[src/rtl/s20x_pkg.sv]
// shared types, constants and functions for the salsa20 stream xor block
`timescale 1ns / 1ps
`default_nettype none
package s20x_pkg;

    localparam int ROUNDS = 20;
    localparam int RND_W = $clog2(ROUNDS + 1);

    localparam logic [31:0] SIGMA_0 = 32'h61707865;
    localparam logic [31:0] SIGMA_1 = 32'h3320646e;
    localparam logic [31:0] SIGMA_2 = 32'h79622d32;
    localparam logic [31:0] SIGMA_3 = 32'h6b206574;
    localparam logic [31:0] TAU_1   = 32'h3120646e;
    localparam logic [31:0] TAU_2   = 32'h79622d36;

    // configuration register indexes
    localparam logic [2:0] REG_KEY_MODE = 3'd0;
    localparam logic [2:0] REG_KEY_0    = 3'd1;
    localparam logic [2:0] REG_KEY_1    = 3'd2;
    localparam logic [2:0] REG_KEY_2    = 3'd3;
    localparam logic [2:0] REG_KEY_3    = 3'd4;
    localparam logic [2:0] REG_NONCE    = 3'd5;
    localparam logic [2:0] REG_START    = 3'd6;

    typedef enum logic [1:0] {
        ST_IDLE,
        ST_ROUND,
        ST_FINAL,
        ST_STREAM
    } state_t;

    // controller to datapath
    typedef struct packed {
        logic load;       // load initial state from config and counter
        logic round;      // run one column or row round
        logic finish;     // last round and feed-forward add into keystream block
        logic take;       // consume one byte
        logic new_msg;    // reload counter from start value
    } dp_cmd_t;

    // datapath to controller
    typedef struct packed {
        logic last_in_block;  // byte offset is 63
    } dp_sts_t;

    function automatic logic [31:0] rotl(input logic [31:0] x, input int n);
        rotl = (x << n) | (x >> (32 - n));
    endfunction

    // quarter round on four words
    function automatic logic [127:0] quarter(input logic [127:0] q);
        logic [31:0] a;
        logic [31:0] b;
        logic [31:0] c;
        logic [31:0] d;
        a = q[31:0];
        b = q[63:32];
        c = q[95:64];
        d = q[127:96];
        b = b ^ rotl(a + d, 7);
        c = c ^ rotl(b + a, 9);
        d = d ^ rotl(c + b, 13);
        a = a ^ rotl(d + c, 18);
        quarter = {d, c, b, a};
    endfunction

endpackage
`default_nettype wire

[src/rtl/s20x_ctrl.sv]
// controller state machine for the salsa20 stream xor block
`timescale 1ns / 1ps
`default_nettype none
module s20x_ctrl (
    input  wire logic             clk,
    input  wire logic             rst_n,
    input  wire logic             in_valid,
    input  wire logic             in_last,
    input  wire logic             out_free,
    input  wire s20x_pkg::dp_sts_t sts,
    output s20x_pkg::dp_cmd_t     cmd,
    output logic                  in_stall
);

    s20x_pkg::state_t state_reg, state_next;
    logic [s20x_pkg::RND_W-1:0] rnd_reg, rnd_next;
    logic in_msg_reg, in_msg_next;
    logic take;

    assign take = (state_reg == s20x_pkg::ST_STREAM) && in_valid && out_free;
    assign in_stall = !((state_reg == s20x_pkg::ST_STREAM) && out_free);

    // state register
    always_ff @(posedge clk or negedge rst_n)
    begin
        if (!rst_n)
        begin
            state_reg  <= s20x_pkg::ST_IDLE;
            rnd_reg    <= '0;
            in_msg_reg <= 1'b0;
        end
        else
        begin
            state_reg  <= state_next;
            rnd_reg    <= rnd_next;
            in_msg_reg <= in_msg_next;
        end
    end

    // next state
    always_comb
    begin
        state_next  = state_reg;
        rnd_next    = rnd_reg;
        in_msg_next = in_msg_reg;
        case (state_reg)
            s20x_pkg::ST_IDLE:
            begin
                if (in_valid)
                begin
                    state_next  = s20x_pkg::ST_ROUND;
                    rnd_next    = '0;
                    in_msg_next = 1'b1;
                end
            end
            s20x_pkg::ST_ROUND:
            begin
                rnd_next = rnd_reg + 1'b1;
                if (rnd_reg == s20x_pkg::RND_W'(s20x_pkg::ROUNDS - 1))
                    state_next = s20x_pkg::ST_FINAL;
            end
            s20x_pkg::ST_FINAL:
                state_next = s20x_pkg::ST_STREAM;
            s20x_pkg::ST_STREAM:
            begin
                if (take)
                begin
                    if (in_last)
                    begin
                        state_next  = s20x_pkg::ST_IDLE;
                        in_msg_next = 1'b0;
                    end
                    else if (sts.last_in_block)
                    begin
                        state_next = s20x_pkg::ST_ROUND;
                        rnd_next   = '0;
                    end
                end
            end
            default: state_next = s20x_pkg::ST_IDLE;
        endcase
    end

    // datapath commands
    always_comb
    begin
        cmd = '0;
        case (state_reg)
            s20x_pkg::ST_IDLE:
            begin
                cmd.new_msg = in_valid && !in_msg_reg;
            end
            s20x_pkg::ST_ROUND:
            begin
                cmd.load  = (rnd_reg == '0);
                cmd.round = (rnd_reg != '0);
            end
            s20x_pkg::ST_FINAL:
                cmd.finish = 1'b1;
            s20x_pkg::ST_STREAM:
                cmd.take = take;
            default: cmd = '0;
        endcase
    end

endmodule
`default_nettype wire

[config.mk]
export PLATFORM = sky130hd
export DESIGN_NAME = s20x_ctrl
export DESIGN_NICKNAME = d
export VERILOG_FILES = /design/src/rtl/s20x_pkg.sv /design/src/rtl/s20x_ctrl.sv
export SDC_FILE = /design/constraint.sdc
export NUM_CORES = 1
export LEC_CHECK = 0
export ABC_AREA = 1
export BUFFER_PORTS_ARGS = -buffer_cell sky130_fd_sc_hd__buf_4
export CAP_MARGIN = 5
export CORE_MARGIN = 2
export CORE_UTILIZATION = 30
export CTS_BUF_LIST = sky130_fd_sc_hd__clkbuf_16
export CTS_CLUSTER_DIAMETER = 40
export DETAILED_ROUTE_END_ITERATION = 10
export PLACE_DENSITY_LB_ADDON = 0.3
export SLEW_MARGIN = 25
export SYNTH_ARGS = -nofsm -noshare
export SYNTH_HDL_FRONTEND = slang
export SYNTH_SLANG_ARGS = --single-unit
[constraint.sdc]
create_clock -name clk -period 1.2 [get_ports clk]
set_input_delay 0.06 -clock clk [delete_from_list [all_inputs] [get_ports clk]]
set_output_delay 0.06 -clock clk [all_outputs]
set_load 0.01 [all_outputs]
==> results.tsv <==
stage	metric	value	unit
synth	synth-xor-area-share	0	
sta	hold_viol_final	0	
synth	synthArstFlopShare	1.00	
clocking	cts.sinks	8	
finish	final.fill_count	190	
global_route	busiest_layer	met2	
synth	syn-cell-area	663	um^2
global_route	first_global_vias	666	
global_route	grtUsageTotal	0.157	
critical_path	crit_slowest_cell	dfrtp_2	
finish	largest_reg_flops	5	
sta	finalCritPeriodShare	1.10	
synth	ys_warn_count	0	
placement	port_buffers	11	
synth	ys_ff_latch	8	
finish	multi_input_area	548	um^2
synth	synthTopCellsByCount	nand2_1, inv_1, dfrtp_1, nand3_1, ha_1	
clocking	numCtsBuffers	3	
clocking	clock_path_buffers	2	
routing	drc	0	
routing	route.final.wire_length	1.84	mm
critical_path	crit_top_cell	nand2_8	
sta	setup_violations	14	
sta	fin_ws	-122	ps
synth	yosysMostFrequentCell	nand2_1	
synth	yosys-top-cells-area	dfrtp_1, nand2_1, ha_1	
synth	yosys.area_share.simple	0.396	
synth	syn_avg_cell_area	7.62	um^2
global_route	grt_max_degree	9	
floorplan	start_util	0.309	
synth	synth_mux_area_frac	0	
finish	area_growth_syn_to_layout	75.7	%
routing	vias_per_cell	4.71	
critical_path	crit_chain	ha_4, buf_6, inv_4, nand2_4, nand2_8, nand2_8, nand2_2, o21ai_1	
clocking	clk_latency	240	ps
power_and_ir_drop	power_leakage	0.556	nW
finish	fin_cells	144	
global_route	use_met2	0.271	
synth	synth_seq_area_share	0.302	
global_route	gr-total-overflow	0	
routing	wl_per_cell	12.8	um
floorplan	io_pins	12	
finish	drive_gt1_frac	0.629	
floorplan	dieArea	2600	um^2
critical_path	criticalPathCategory	flip-flop to flip-flop	
power_and_ir_drop	total_power	3.11	mW
floorplan	die_w	51.0	um
floorplan	rows	17	
global_route	grt_use_met1	0.178	
routing	vias	678	
outcome	outcome	complete, but fails checks	
floorplan	die-height	51.0	um
critical_path	cp-start-kind	flip-flop	
sta	finClkSkew	4.04	ps
global_route	antenna_found_initial	0	
placement	place_inst	129	
synth	synth-compound-area-share	0.0755	
synth	synth-edff-count	0	
critical_path	slowest_delay	450	ps
finish	seq_area	203	um^2
sta	min_period	1320	ps
placement	place.gp.congestion	0.834	
sta	fmax	757	MHz
power_and_ir_drop	ir_drop	1510	uV
clocking	cts_tree	built	
critical_path	cp.required	1320	ps
synth	ys_types	20	
critical_path	critPathMaxFanout	7	
global_route	use_met3	0.0292	
hold_path	worstHoldPathType	input pin to async pin	
routing	first_pass_iters	4	
power_and_ir_drop	pwr_density_cell	2670	nW/um^2
clocking	clk_pin_slew	40	ps
sta	tightest_slew	268	ps
finish	antenna_cells	0	
global_route	grt_pass1_wl	2.95	mm
synth	synthFlopType	dfrtp_1	
floorplan	core-area	2150	um^2
synth	synth_top_area_share	0.302	
sta	finalMaxSlewViolations	0	
clocking	htree_levels	1	
finish	finalNetCount	130	
flow_run	maxCapViolations	0	
synth	synthAdderAreaFrac	0.113	
outcome	violations	negative setup slack	
synth	synth_top_family_by_area	simple AND/OR/NAND/NOR gates	
routing	drt_iter0_drc	23	
clocking	root_buffer	clkbuf_16	
critical_path	arrival	1440	ps
synth	synthCells	87	
critical_path	worstSetupEndpointType	flip-flop	
placement	hpwl	1.06	mm
synth	synth_nets	99	
routing	ant_nets	0	
synth	yosys.area.top_type	dfrtp_1	
sta	rsz0062_at_grt	true	
sta	relSlewSlack	0.821	
[stage by stage]
stage / hold slack, ps / setup WS [ps] / TNS [ps] / util / instance area [um^2]
after floorplan: -236 / -29.9 / -144 / - / 668
after global routing: 205 / -165 / -1820 / 0.542 / 1160
after detailed placement: -114 / -131 / -827 / 0.373 / 801
after CTS: 181 / -132 / -1190 / 0.515 / 1110
final: 190 / -122 / -1260 / 0.542 / 1160
after global placement: -115 / -70.6 / -436 / 0.373 / 801
[final cells by class]
class	count	share of cell area
Tap cell	28	0.0301
Multi-Input combinational cell	64	0.470
Timing Repair Buffer	27	0.205
Sequential cell	8	0.174
Inverter	14	0.0559
Clock buffer	3	0.0644
[what timing repair did]
action | 4_1_cts | 5_1_grt
hold buffers | 1 | 0
setup buffers | 8 | 2
endpoints found under the setup margin | 14 | 14
gates cloned | 1 | 0
endpoints found under the hold margin | 8 | 0
pin swaps | 15 | 10
resized for setup | 44 | 10
[placed cells by master, fill, tap and decap left out, types with 3 or more instances in the layout]
master	n
dfrtp_1	6
buf_6	9
nand3_1	5
inv_2	4
nand2_2	9
nand3_2	3
o21ai_2	3
nand2_1	15
nand2_4	5
inv_4	5
buf_4	17
nand4_1	4
clkbuf_16	3
o21ai_1	4
inv_1	5
ha_4	5
[critical path: cells and delay by family, from the launching register on]
family / cells / cell delay, ps
AND/OR/NAND/NOR: 4 / 320
adder cells (fa/ha/maj): 1 / 200
buffers and inverters: 2 / 180
AO/OA/AOI/OAI: 1 / 60
flip-flops: 1 / 450
[power breakdown]
| group | internal (mW) | switching [mW] | leakage [nW] | total (mW) |
|---|---|---|---|---|
| registers | 0.367 | 0.111 | 0.102 | 0.478 |
| clock network | 0.430 | 0.138 | 0.0370 | 0.569 |
| logic | 0.968 | 1.09 | 0.416 | 2.06 |
| total | 1.77 | 1.34 | 0.556 | 3.11 |
[logic make-up after synthesis]
| logic type | count (synthesis) |
|---|---|
| adder cells (fa/ha/maj) | 6 |
| AND/OR/NAND/NOR | 48 |
| buffers and inverters | 16 |
| AO/OA/AOI/OAI | 9 |
| flip-flops | 8 |
[worst paths after layout]
kind | start | endpoint | slack [ps] | cells past startpoint
worst max-delay path | state_reg[1] | rnd_reg[0] | -120 | 8
worst min-delay path | rst_n | rnd_reg[1] | 190 | 2
worst max register to register | state_reg[1] | rnd_reg[0] | -120 | 8
worst min register to register | rnd_reg[4] | rnd_reg[4] | 550 | 2
max in group asynchronous | rst_n | state_reg[0] | 870 | 2
min in group clk | in_last | state_reg[0] | 260 | 6
[layer usage]
metal,vias to the layer above,share of wire,wire (um)
met5,-,0,0
met1,317,0.40,740
met3,2,0.045,83
li1,336,-,-
met4,0,0.014,25
met2,23,0.54,993
Note: power is estimated with default switching activity, not from simulation.
